[config.mk]
export PLATFORM = sky130hd
export DESIGN_NAME = depth_to_space_address_gen_unit
export DESIGN_NICKNAME = d
export VERILOG_FILES = /design/src/design/d2s_pkg.sv /design/src/design/depth_to_space_address_gen_unit.sv /design/src/design/d2s_cfg.sv /design/src/design/d2s_ctrl.sv /design/src/design/d2s_datapath.sv
export SDC_FILE = /design/constraint.sdc
export NUM_CORES = 1
export LEC_CHECK = 0
export ABC_CLOCK_PERIOD_IN_PS = 9400
export BUFFER_PORTS_ARGS = -buffer_cell sky130_fd_sc_hd__buf_2
export CORE_ASPECT_RATIO = 0.6
export CORE_UTILIZATION = 64
export DETAILED_ROUTE_END_ITERATION = 8
export GPL_ROUTABILITY_DRIVEN = 0
export GPL_TIMING_DRIVEN = 0
export PLACE_DENSITY_LB_ADDON = 0.3
export SYNTH_ARGS = -nofsm -noshare
export SYNTH_HDL_FRONTEND = slang
export SYNTH_SLANG_ARGS = --single-unit
[constraint.sdc]
create_clock -name clk -period 9.4 [get_ports clk]
set_input_delay 2.35 -clock clk [delete_from_list [all_inputs] [get_ports clk]]
set_output_delay 2.35 -clock clk [all_outputs]
set_load 0.03 [all_outputs]
[src/design/d2s_pkg.sv]
// Shared types and constants for the depth-to-space address generator.
// Used by the controller, the datapath, the register file and the top level.
package d2s_pkg;

  localparam int FIELD_W     = 24;  // width of the index result fields
  localparam int CFG_DATA_W  = 12;  // widest configuration register
  localparam int CFG_INDEX_W = 3;
  localparam int BLOCK_REG_W = 5;

  localparam logic [CFG_INDEX_W-1:0] REG_BLOCK_SIZE   = 3'd0;
  localparam logic [CFG_INDEX_W-1:0] REG_MODE_CRD     = 3'd1;
  localparam logic [CFG_INDEX_W-1:0] REG_BATCH_COUNT  = 3'd2;
  localparam logic [CFG_INDEX_W-1:0] REG_OUT_CHANNELS = 3'd3;
  localparam logic [CFG_INDEX_W-1:0] REG_IN_HEIGHT    = 3'd4;
  localparam logic [CFG_INDEX_W-1:0] REG_IN_WIDTH     = 3'd5;

  // Steps of the shared multiply-add unit.
  typedef enum logic [2:0] {
    OP_BSQ,        // bs * bs
    OP_SUB,        // row_sub * bs + col_sub
    OP_IC,         // source channel
    OP_BATCH,      // batch_pos * out_channels
    OP_SCALE_BSQ,  // acc * bs^2 + channel
    OP_SCALE_H,    // acc * height + row_coarse
    OP_SCALE_W     // acc * width + col_coarse
  } op_t;

  typedef struct packed {
    logic clear;     // restart the walk
    logic mul_en;    // run one multiply-add step
    op_t  op;
    logic load_out;  // latch the result item and advance the walk
  } cmd_t;

endpackage

[src/design/depth_to_space_address_gen_unit.sv]
// Top level of the depth-to-space address generator.
// Depends on d2s_pkg, d2s_cfg, d2s_ctrl and d2s_datapath.
//
//   Channel  Direction  Handshake             Payload
//   in       input      in_valid / in_ready   restart
//   out      output     out_valid / out_ready source_index, dest_index, is_last
//   cfg      input      cfg_we                cfg_index, cfg_data
//
// Each item passes from acceptance to its result in the output register
// through the accept step, seven steps of the single shared multiply-add
// unit that build the source index, and a step that loads the result.
// The next item is accepted in the cycle after the load, even if the result
// still waits in the output register. A stalled output holds the controller
// in its final step. Reset clears the walk to element zero and the
// registers to block size one, DCR order and all dimensions one.
module depth_to_space_address_gen_unit #(
  parameter int ADDR_BITS = 24,
  parameter int DIM_BITS  = 12,
  parameter int MAX_BLOCK = 16
) (
  input  logic                            clk,
  input  logic                            rst,
  input  logic                            in_valid,
  output logic                            in_ready,
  input  logic                            restart,
  output logic                            out_valid,
  input  logic                            out_ready,
  output logic [d2s_pkg::FIELD_W-1:0]     source_index,
  output logic [d2s_pkg::FIELD_W-1:0]     dest_index,
  output logic                            is_last,
  input  logic                            cfg_we,
  input  logic [d2s_pkg::CFG_INDEX_W-1:0] cfg_index,
  input  logic [d2s_pkg::CFG_DATA_W-1:0]  cfg_data
);

  localparam int BW = $clog2(MAX_BLOCK + 1);

  d2s_pkg::cmd_t       cmd;
  logic [BW-1:0]       bs;
  logic                crd;
  logic [DIM_BITS-1:0] nb;
  logic [DIM_BITS-1:0] oc;
  logic [DIM_BITS-1:0] h;
  logic [DIM_BITS-1:0] w;

  d2s_cfg #(
    .DIM_BITS (DIM_BITS),
    .MAX_BLOCK(MAX_BLOCK)
  ) u_cfg (
    .clk      (clk),
    .rst      (rst),
    .cfg_we   (cfg_we),
    .cfg_index(cfg_index),
    .cfg_data (cfg_data),
    .bs       (bs),
    .crd      (crd),
    .nb       (nb),
    .oc       (oc),
    .h        (h),
    .w        (w)
  );

  d2s_ctrl u_ctrl (
    .clk      (clk),
    .rst      (rst),
    .in_valid (in_valid),
    .in_ready (in_ready),
    .restart  (restart),
    .out_valid(out_valid),
    .out_ready(out_ready),
    .cmd      (cmd)
  );

  d2s_datapath #(
    .ADDR_BITS(ADDR_BITS),
    .DIM_BITS (DIM_BITS),
    .MAX_BLOCK(MAX_BLOCK)
  ) u_dp (
    .clk         (clk),
    .rst         (rst),
    .cmd         (cmd),
    .bs          (bs),
    .crd         (crd),
    .nb          (nb),
    .oc          (oc),
    .h           (h),
    .w           (w),
    .source_index(source_index),
    .dest_index  (dest_index),
    .is_last     (is_last)
  );

endmodule

[src/design/d2s_cfg.sv]
// Configuration registers of the depth-to-space address generator.
// Holds the raw register values and presents the clamped values. Uses d2s_pkg.
module d2s_cfg #(
  parameter int DIM_BITS  = 12,
  parameter int MAX_BLOCK = 16
) (
  input  logic                                clk,
  input  logic                                rst,
  input  logic                                cfg_we,
  input  logic [d2s_pkg::CFG_INDEX_W-1:0]     cfg_index,
  input  logic [d2s_pkg::CFG_DATA_W-1:0]      cfg_data,
  output logic [$clog2(MAX_BLOCK+1)-1:0]      bs,
  output logic                                crd,
  output logic [DIM_BITS-1:0]                 nb,
  output logic [DIM_BITS-1:0]                 oc,
  output logic [DIM_BITS-1:0]                 h,
  output logic [DIM_BITS-1:0]                 w
);

  localparam int BW = $clog2(MAX_BLOCK + 1);
  localparam int RW = d2s_pkg::BLOCK_REG_W;

  logic [RW-1:0]       block_size;
  logic                mode_crd;
  logic [DIM_BITS-1:0] batch_count;
  logic [DIM_BITS-1:0] out_channels;
  logic [DIM_BITS-1:0] in_height;
  logic [DIM_BITS-1:0] in_width;

  always_ff @(posedge clk) begin
    if (rst) begin
      block_size   <= RW'(1);
      mode_crd     <= 1'b0;
      batch_count  <= DIM_BITS'(1);
      out_channels <= DIM_BITS'(1);
      in_height    <= DIM_BITS'(1);
      in_width     <= DIM_BITS'(1);
    end else if (cfg_we) begin
      unique case (cfg_index)
        d2s_pkg::REG_BLOCK_SIZE:   block_size   <= cfg_data[RW-1:0];
        d2s_pkg::REG_MODE_CRD:     mode_crd     <= cfg_data[0];
        d2s_pkg::REG_BATCH_COUNT:  batch_count  <= DIM_BITS'(cfg_data);
        d2s_pkg::REG_OUT_CHANNELS: out_channels <= DIM_BITS'(cfg_data);
        d2s_pkg::REG_IN_HEIGHT:    in_height    <= DIM_BITS'(cfg_data);
        d2s_pkg::REG_IN_WIDTH:     in_width     <= DIM_BITS'(cfg_data);
        default: ;
      endcase
    end
  end

  // A zero block size or dimension acts as one; a large block size saturates.
  always_comb begin
    priority if (block_size == '0) begin
      bs = BW'(1);
    end else if (int'(block_size) > MAX_BLOCK) begin
      bs = BW'(MAX_BLOCK);
    end else begin
      bs = BW'(block_size);
    end
  end

  assign crd = mode_crd;
  assign nb  = (batch_count  == '0) ? DIM_BITS'(1) : batch_count;
  assign oc  = (out_channels == '0) ? DIM_BITS'(1) : out_channels;
  assign h   = (in_height    == '0) ? DIM_BITS'(1) : in_height;
  assign w   = (in_width     == '0) ? DIM_BITS'(1) : in_width;

endmodule

[src/design/d2s_ctrl.sv]
// Controller of the depth-to-space address generator: sequences the multiply-add
// steps for one item and owns the output valid flag. Uses d2s_pkg.
module d2s_ctrl (
  input  logic          clk,
  input  logic          rst,
  input  logic          in_valid,
  output logic          in_ready,
  input  logic          restart,
  output logic          out_valid,
  input  logic          out_ready,
  output d2s_pkg::cmd_t cmd
);

  typedef enum logic [3:0] {
    S_IDLE,
    S_BSQ,
    S_SUB,
    S_IC,
    S_BATCH,
    S_SCALE_BSQ,
    S_SCALE_H,
    S_SCALE_W,
    S_DONE
  } state_t;

  state_t state;
  state_t state_next;
  logic   accept;
  logic   slot_free;

  assign in_ready  = (state == S_IDLE);
  assign accept    = in_valid && in_ready;
  assign slot_free = !out_valid || out_ready;

  always_comb begin
    cmd          = '0;
    cmd.op       = d2s_pkg::OP_BSQ;
    cmd.clear    = accept && restart;
    state_next   = state;
    unique case (state)
      S_IDLE: begin
        if (accept) state_next = S_BSQ;
      end
      S_BSQ: begin
        cmd.mul_en = 1'b1;
        cmd.op     = d2s_pkg::OP_BSQ;
        state_next = S_SUB;
      end
      S_SUB: begin
        cmd.mul_en = 1'b1;
        cmd.op     = d2s_pkg::OP_SUB;
        state_next = S_IC;
      end
      S_IC: begin
        cmd.mul_en = 1'b1;
        cmd.op     = d2s_pkg::OP_IC;
        state_next = S_BATCH;
      end
      S_BATCH: begin
        cmd.mul_en = 1'b1;
        cmd.op     = d2s_pkg::OP_BATCH;
        state_next = S_SCALE_BSQ;
      end
      S_SCALE_BSQ: begin
        cmd.mul_en = 1'b1;
        cmd.op     = d2s_pkg::OP_SCALE_BSQ;
        state_next = S_SCALE_H;
      end
      S_SCALE_H: begin
        cmd.mul_en = 1'b1;
        cmd.op     = d2s_pkg::OP_SCALE_H;
        state_next = S_SCALE_W;
      end
      S_SCALE_W: begin
        cmd.mul_en = 1'b1;
        cmd.op     = d2s_pkg::OP_SCALE_W;
        state_next = S_DONE;
      end
      S_DONE: begin
        // Hold the finished index until the output register can take it.
        if (slot_free) begin
          cmd.load_out = 1'b1;
          state_next   = S_IDLE;
        end
      end
      default: state_next = S_IDLE;
    endcase
  end

  always_ff @(posedge clk) begin
    if (rst) begin
      state     <= S_IDLE;
      out_valid <= 1'b0;
    end else begin
      state <= state_next;
      if (cmd.load_out) begin
        out_valid <= 1'b1;
      end else if (out_ready) begin
        out_valid <= 1'b0;
      end
    end
  end

endmodule

[src/design/d2s_datapath.sv]
// Datapath of the depth-to-space address generator: walk position counters,
// one shared multiply-add unit and the output payload register. Uses d2s_pkg.
module d2s_datapath #(
  parameter int ADDR_BITS = 24,
  parameter int DIM_BITS  = 12,
  parameter int MAX_BLOCK = 16
) (
  input  logic                               clk,
  input  logic                               rst,
  input  d2s_pkg::cmd_t                      cmd,
  input  logic [$clog2(MAX_BLOCK+1)-1:0]     bs,
  input  logic                               crd,
  input  logic [DIM_BITS-1:0]                nb,
  input  logic [DIM_BITS-1:0]                oc,
  input  logic [DIM_BITS-1:0]                h,
  input  logic [DIM_BITS-1:0]                w,
  output logic [d2s_pkg::FIELD_W-1:0]        source_index,
  output logic [d2s_pkg::FIELD_W-1:0]        dest_index,
  output logic                               is_last
);

  localparam int FW  = d2s_pkg::FIELD_W;
  // Only the low bits of an index reach the ports, so arithmetic stops there.
  localparam int SW  = (ADDR_BITS < FW) ? ADDR_BITS : FW;
  localparam int BW  = $clog2(MAX_BLOCK + 1);
  localparam int SBW = $clog2(MAX_BLOCK);

  logic [DIM_BITS-1:0] batch_pos;
  logic [DIM_BITS-1:0] chan_pos;
  logic [DIM_BITS-1:0] row_coarse;
  logic [SBW-1:0]      row_sub;
  logic [DIM_BITS-1:0] col_coarse;
  logic [SBW-1:0]      col_sub;
  logic [SW-1:0]       dest_counter;

  logic [SW-1:0] bsq;
  logic [SW-1:0] sub;
  logic [SW-1:0] ic;
  logic [SW-1:0] acc;
  logic [SW-1:0] mul_a;
  logic [SW-1:0] mul_b;
  logic [SW-1:0] add_c;
  logic [SW-1:0] mac;

  logic [SW-1:0] out_src;
  logic [SW-1:0] out_dest;
  logic          out_last;

  logic e_col_sub, e_col_coarse, e_row_sub, e_row_coarse, e_chan, e_batch;
  logic c1, c2, c3, c4, c5, last;

  function automatic logic end_dim(input logic [DIM_BITS-1:0] pos,
                                   input logic [DIM_BITS-1:0] lim);
    return ({1'b0, pos} + (DIM_BITS + 1)'(1)) >= {1'b0, lim};
  endfunction

  function automatic logic end_sub(input logic [SBW-1:0] pos,
                                   input logic [BW-1:0] lim);
    return (int'(pos) + 1) >= int'(lim);
  endfunction

  // Shared multiply-add: one product per cycle while a step is commanded, registered before reuse.
  always_comb begin
    mul_a = '0;
    mul_b = '0;
    add_c = '0;
    unique case (cmd.op)
      d2s_pkg::OP_BSQ: begin
        mul_a = SW'(bs);
        mul_b = SW'(bs);
      end
      d2s_pkg::OP_SUB: begin
        mul_a = SW'(row_sub);
        mul_b = SW'(bs);
        add_c = SW'(col_sub);
      end
      d2s_pkg::OP_IC: begin
        if (crd) begin
          mul_a = SW'(chan_pos);
          mul_b = bsq;
          add_c = sub;
        end else begin
          mul_a = sub;
          mul_b = SW'(oc);
          add_c = SW'(chan_pos);
        end
      end
      d2s_pkg::OP_BATCH: begin
        mul_a = SW'(batch_pos);
        mul_b = SW'(oc);
      end
      d2s_pkg::OP_SCALE_BSQ: begin
        mul_a = acc;
        mul_b = bsq;
        add_c = ic;
      end
      d2s_pkg::OP_SCALE_H: begin
        mul_a = acc;
        mul_b = SW'(h);
        add_c = SW'(row_coarse);
      end
      d2s_pkg::OP_SCALE_W: begin
        mul_a = acc;
        mul_b = SW'(w);
        add_c = SW'(col_coarse);
      end
      default: ;
    endcase
    mac = mul_a * mul_b + add_c;
  end

  always_ff @(posedge clk) begin
    if (cmd.mul_en) begin
      unique case (cmd.op)
        d2s_pkg::OP_BSQ: bsq <= mac;
        d2s_pkg::OP_SUB: sub <= mac;
        d2s_pkg::OP_IC:  ic  <= mac;
        default:         acc <= mac;
      endcase
    end
    if (cmd.load_out) begin
      out_src  <= acc;
      out_dest <= dest_counter;
      out_last <= last;
    end
  end

  // The walk advances like an odometer: each counter moves only when all
  // faster counters wrap.
  assign e_col_sub    = end_sub(col_sub, bs);
  assign e_col_coarse = end_dim(col_coarse, w);
  assign e_row_sub    = end_sub(row_sub, bs);
  assign e_row_coarse = end_dim(row_coarse, h);
  assign e_chan       = end_dim(chan_pos, oc);
  assign e_batch      = end_dim(batch_pos, nb);

  assign c1   = e_col_sub;
  assign c2   = c1 && e_col_coarse;
  assign c3   = c2 && e_row_sub;
  assign c4   = c3 && e_row_coarse;
  assign c5   = c4 && e_chan;
  assign last = c5 && e_batch;

  always_ff @(posedge clk) begin
    if (rst || cmd.clear) begin
      batch_pos    <= '0;
      chan_pos     <= '0;
      row_coarse   <= '0;
      row_sub      <= '0;
      col_coarse   <= '0;
      col_sub      <= '0;
      dest_counter <= '0;
    end else if (cmd.load_out) begin
      col_sub <= e_col_sub ? '0 : col_sub + SBW'(1);
      if (c1) col_coarse <= e_col_coarse ? '0 : col_coarse + DIM_BITS'(1);
      if (c2) row_sub    <= e_row_sub ? '0 : row_sub + SBW'(1);
      if (c3) row_coarse <= e_row_coarse ? '0 : row_coarse + DIM_BITS'(1);
      if (c4) chan_pos   <= e_chan ? '0 : chan_pos + DIM_BITS'(1);
      if (c5) batch_pos  <= e_batch ? '0 : batch_pos + DIM_BITS'(1);
      dest_counter <= last ? '0 : dest_counter + SW'(1);
    end
  end

  assign source_index = FW'(out_src);
  assign dest_index   = FW'(out_dest);
  assign is_last      = out_last;

endmodule

==> results of run 1 <==
state kept, by name (all words and copies together) (netlist names), 24 cells and up:
register	count
u_dp.dest_counter	24
u_dp.dest_index	24
u_dp.source_index	24
u_dp.bsq	24
u_dp.acc	24
u_dp.sub	24
u_dp.ic	24
placed cells by master, fill, tap and decap left out, drive strengths merged, types with 6 or more instances in the layout:
cell type	netlist	routed
inv	375	378
nand2	349	349
fa	233	233
ha	156	156
edfxtp	145	145
nor2	144	144
dfxtp	139	139
a21oi	112	112
buf	33	105
clkbuf	71	100
xnor2	88	88
nand3	75	75
xor2	60	60
mux2i	49	49
o21ai	41	41
and3	36	36
and2	32	32
nand2b	26	26
a22oi	26	26
a22o	23	23
a21o	22	22
mux2	19	19
nor3	17	17
o22ai	15	15
clkinv	2	15
nor4	13	13
nand3b	12	12
o22a	11	11
nor4b	10	10
nor2b	10	10
or3	8	8
a211oi	8	8
o221ai	8	8
a31oi	7	7
a221oi	7	7
a221o	6	6
a31o	6	6
nand4b	6	6
o31ai	6	6
worst max-delay path, delay by kind of cell, from the launching register on:
| kind | cells | cell delay, ns |
|---|---|---|
| AO/OA/AOI/OAI | 9 | 2.90 |
| AND/OR/NAND/NOR | 3 | 0.61 |
| adder cells (fa/ha/maj) | 8 | 3.49 |
| XOR/XNOR | 1 | 0.27 |
| buffers and inverters | 8 | 1.25 |
| multiplexers | 1 | 0.13 |
| flip-flops | 1 | 0.30 |
per-stage QoR:
stage,total power [mW],cell area (um2),TNS (ns),hold WS [ns]
global placement,1.66,24200,-25.23,0.433
finish,2.83,25300,0,0.445
global route,2.88,25300,-0.0627,0.451
floorplan,1.56,23300,0,0.420
CTS,2.79,25200,0,0.423
detailed placement,1.68,24300,-20.83,0.437
cells by family after synthesis:
family / Yosys count / synth area share
AO/OA/AOI/OAI: 316 / 0.0908
XOR/XNOR: 149 / 0.0566
adder cells (fa/ha/maj): 389 / 0.284
buffers and inverters: 481 / 0.0791
flip-flops: 284 / 0.306
multiplexers: 70 / 0.0322
AND/OR/NAND/NOR: 757 / 0.151
final timing paths:
kind,from,end,cells past startpoint
worst min register to register,u_dp.acc[3]$_DFFE_PP_,u_dp.source_index[3]$_DFFE_PP_,0
worst min-delay path,u_dp.acc[3]$_DFFE_PP_,u_dp.source_index[3]$_DFFE_PP_,0
worst max-delay path,u_ctrl.state[1]$_SDFFE_PP0P_,u_dp.ic[22]$_DFFE_PP_,30
worst max register to register,u_ctrl.state[1]$_SDFFE_PP0P_,u_dp.ic[22]$_DFFE_PP_,30
timing repair:
action | CTS | global route
gates resized for setup | 16 | 30
setup endpoints to repair | 28 | 24
pin swaps | 0 | 1
setup buffers | 0 | 2
power groups by stage:
stage	clock, mW	combinational, mW	sequential (mW)
after floorplan	0	0.187	1.37
after global placement	0	0.282	1.38
after detailed placement	0	0.297	1.38
after CTS	1.14	0.301	1.35
after global routing	1.18	0.338	1.35
final	1.15	0.325	1.36
area by class of cell:
| cell class | instances | area share |
|---|---|---|
| Antenna cell | 4 | 0.000395 |
| Buffer | 103 | 0.0176 |
| Clock buffer | 29 | 0.0273 |
| Clock inverter | 21 | 0.00775 |
| Inverter | 377 | 0.0560 |
| Multi-Input combinational cell | 1681 | 0.570 |
| Sequential cell | 284 | 0.282 |
| Tap cell | 467 | 0.0231 |
| Timing Repair Buffer | 73 | 0.0161 |
metal layers:
layer | GRT usage | wire length, um
met1 | 0.559 | 28500
met3 | 0.218 | 13800
met4 | 0.101 | 2400
met2 | 0.530 | 27500
met5 | 0 | 213
==> impl_metrics.toml, run 1 <==
[critical_path]
cp.arrival_ns = 9.54
start_kind = "flop"
crit_path_top_delay_cell = "o221ai_1"
slowest_delay_ns = 0.98
rrSetupSlack_ns = 0.20
crit_fanout = 10
crit_type = "flop to flop"
end_kind = "flop"
cp.required_ns = 9.74

[synthesis]
avgSynthCellArea_um2 = 9.53
yosysWarnings = 0
synth_area_um2 = 23300
synth.most_common_cell = "inv_1"
synth_ff_type = "edfxtp_1"
synthTopCellsByCount = "inv_1 (375), nand2_1 (349), fa_1 (233)"
yosys-top-cells-area = "fa_1 (20%), edfxtp_1 (19%), dfxtp_1 (12%), ha_1 (8.4%), inv_1 (6.0%)"
synth_top_cell_by_area = "fa_1"
syn-num-nets = 2856
synth_cell_types = 70
yosysSeqAreaShare = 0.306
synth-async-reset-ratio = 0
synth_seq_cells = 284
yosysTopAreaCellShare = 0.200
synthCells = 2446
synth-edff-count = 145

[finish]
final-seq-area_um2 = 7140
drive_gt1_frac = 0.0868
final_util = 0.716
layout.nets = 2957
n_fill_cell = 2569
area_growth_pct = 8.78
instances_no_fill = 3039
multi_input_area_um2 = 14500

[global_route]
antenna_found_initial = 1
grt_max_degree = 59
grt_pass1_vias = 19100
grt_use_total = 0.399
grt_pass1_wl_mm = 110
grt_overflow_total = 0

[die]
dieArea_um2 = 37200
ios = 72
placeableCoreArea_um2 = 35400
rows = 53
initial_core_util = 0.658
die_width_um = 248
die_h_um = 150

[power_and_ir_drop]
sw_frac_of_total = 0.278
power_frac_comb = 0.115
p_switching_mw = 0.786
power-per-cell-area_nw_per_um2 = 112
power.internal_mw = 2.04
p_leak_nw = 10.5
seqPwrFrac = 0.479
ir_drop_mv = 0.131
pwr-share-clk = 0.406

[timing]
fin_skew_ns = 0.0306
relSlewSlack = 0.0848
worst_slew_pin_slew_ns = 1.36
finalMaxSlewViolations = 0
hold_viol = 0
min_period_ns = 9.20
setup_viol = 0
final.period_utilization = 0.979
max_freq_mhz = 109
setup_ws_ns = 0.199

[place]
pre_cts_ws_ns = -1.29
port_buffers = 68
place_inst = 2984
hpwl_mm = 57.3

[clock_network]
cts_buffers = 27
root_buffer = "clkbuf_16"
clkLatencyLatePin_ns = 0.59
clock_path_buffers = 3
htree_levels = 1
path_clk_slew_ns = 0.07
cts_hold_buf = 0
tritoncts = "built"
cts_num_sinks = 284

[detailed_routing]
routedWlPerCell_um = 23.8
drt-pass1-iter-count = 9
vias = 19200
routed_wl_mm = 72.4
ant_nets = 0
viasPerCell = 6.32
drtIter0Drc = 2831
drcViolationCount = 6

[job]
cap_violations = 0

[run_status]
status = "complete, but fails checks"
violations = "design-rule violations"

[worst_hold_path]
hold_path_class = "flop to flop"
No activity file was read; power rests on OpenSTA's default activity.
==> run 2: changes to the inputs <==
Settings changed: ABC_CLOCK_PERIOD_IN_PS 9400 to 7860, CORE_UTILIZATION 64 to 58, SLEW_MARGIN set to 40.
Clock period 9.4 ns to 7.86 ns, I/O delays scaled along.
==> run 2 against run 1 <==
Net effect:
- routed wire length up 5.4%
- non-clock buffer count rose by 68
- clock skew decreased by 0.0061 ns
- sequential share of layout area down 1.9 points
- cell area is 7.5% higher
- first-iteration DRC count is 1.8% higher
- sequential cell count did not move
- cell count grew 4.0%
- sequential power up 19%
- power up 27%
- the flow still finishes with violations (design-rule violations)
- hold slack hardly changed
==> impl_metrics.toml, run 2 (synthesized netlist as in run 1, its figures left out) <==
[job]
cap_violations = 0

[place]
placed_area_um2 = 24500
place_inst = 3044
hpwl_mm = 57.7
port_buffers = 68

[clock_network]
cts_num_sinks = 284
cts_buffers = 28
htree_levels = 1
cts_hold_buf = 0
path_clk_slew_ns = 0.08
root_buffer = "clkbuf_16"
tritoncts = "built"
clock_path_buffers = 3
clkLatencyLatePin_ns = 0.59

[critical_path]
cp.arrival_ns = 8.16
crit_type = "flop to flop"
end_kind = "flop"
crit_path_top_delay_cell = "fa_1"
cp_common_cell = "fa_1"
crit_fanout = 10
cp.required_ns = 8.18
start_kind = "flop"
slowest_delay_ns = 0.59

[die]
placeableCoreArea_um2 = 39300
initial_core_util = 0.593
ios = 72
die_h_um = 157
dieArea_um2 = 41000
rows = 56
die_width_um = 261

[detailed_routing]
drt-pass1-iter-count = 9
routedWlPerCell_um = 24.1
ant_nets = 0
viasPerCell = 6.23
drcViolationCount = 5
vias = 19700
routed_wl_mm = 76.3
drtIter0Drc = 2882

[run_status]
status = "complete, but fails checks"
violations = "design-rule violations"

[finish]
area_growth_pct = 17.0
fin_area_um2 = 27300
drive_gt1_frac = 0.157
layout_common_cells = "inv_1 (364), nand2_1 (344), fa_1 (229), edfxtp_1 (145), ha_1 (144)"
instances_no_fill = 3160
final_util = 0.693
layout.nets = 3026
diodes = 0
final_common_cell = "inv_1"

[timing]
finalMaxSlewViolations = 0
fin_skew_ns = 0.0245
worst_slew_pin_slew_ns = 0.906
relSlewSlack = 0.379
hold_viol = 0
final.period_utilization = 0.998
setup_viol = 0
max_freq_mhz = 128
grt_setup_unrepaired = "true"
min_period_ns = 7.84

[worst_hold_path]
hold_path_class = "flop to flop"

[global_route]
grt_pass1_wl_mm = 113
antenna_found_initial = 0
grt_max_degree = 39
grt_use_total = 0.370
grt_pass1_vias = 18900
grt_overflow_total = 0

[power_and_ir_drop]
power-per-cell-area_nw_per_um2 = 131
ir_drop_mv = 0.184
p_leak_nw = 11.2
fin_total_pwr_mw = 3.58
[run 2: cell count changes in the layout (fill, tap and decap cells not counted), moves of 9 or more]
| cell | change |
|---|---|
| a21oi_2 | +9 |
| inv_2 | +11 |
| ha_1 | -12 |
| inv_1 | -11 |
| buf_2 | -11 |
| clkbuf_1 | -17 |
| ha_4 | +12 |
| buf_8 | +10 |
| buf_6 | +16 |
| a21oi_1 | -11 |
| clkbuf_2 | -10 |
| buf_4 | +64 |
[run 2: worst paths after layout]
| check | depth (start not counted) | from | endpoint | slack, ns |
|---|---|---|---|---|
| setup / recovery | 32 | u_ctrl.state[1]$_SDFFE_PP0P_ | u_dp.bsq[22]$_DFFE_PP_ | 0.02 |
| hold / removal | 0 | u_dp.acc[16]$_DFFE_PP_ | u_dp.source_index[16]$_DFFE_PP_ | 0.44 |
| setup reg to reg | 32 | u_ctrl.state[1]$_SDFFE_PP0P_ | u_dp.bsq[22]$_DFFE_PP_ | 0.02 |
| hold reg to reg | 0 | u_dp.acc[16]$_DFFE_PP_ | u_dp.source_index[16]$_DFFE_PP_ | 0.44 |
[run 2: what timing repair did]
action | CTS | global route
setup endpoints to repair | 52 | 36
gates resized for setup | 179 | 132
gates cloned | 1 | 2
setup buffers | 35 | 32
pin swaps | 19 | 50
hold endpoints to repair | 0 | 0
[run 2: final cells by class]
type	count	area [um2]
timing repair buffer	145	1030
tap	522	653
buffer	99	766
clock buffer	34	723
inverter	377	1440
multi-input combinational	1681	15200
sequential	284	7150
fill	2805	12000
clock inverter	18	269
[run 2: worst max-delay path: cells and delay by family, from the launching register on]
kind	cells	cell delay, ns
fa+ha+maj	8	3.37
compound gates	10	2.01
buf+inv	8	0.92
simple gates	4	0.42
flops	1	0.35
mux	1	0.33
xor+xnor	1	0.13
[run 2: through the flow]
step	hold WS, ns	setup WS (ns)	TNS, ns
floorplan	0.420	0.261	0
global placement	0.435	-2.15	-59.48
detailed placement	0.437	-1.94	-56.96
CTS	0.446	0.000792	0
global route	0.450	-0.144	-1.15
finish	0.445	0.0182	0
[run 2: power by group]
group	switching (mW)	total [mW]	internal [mW]
sequential	0.0339	1.62	1.59
combinational	0.311	0.470	0.159
clock	0.629	1.49	0.859
[run 2: routing by layer]
| metal | track usage | wire length (um) |
|---|---|---|
| met1 | 0.523 | 29900 |
| met2 | 0.489 | 29300 |
| met3 | 0.192 | 13900 |
| met4 | 0.0911 | 2900 |
| met5 | 0.0326 | 260 |
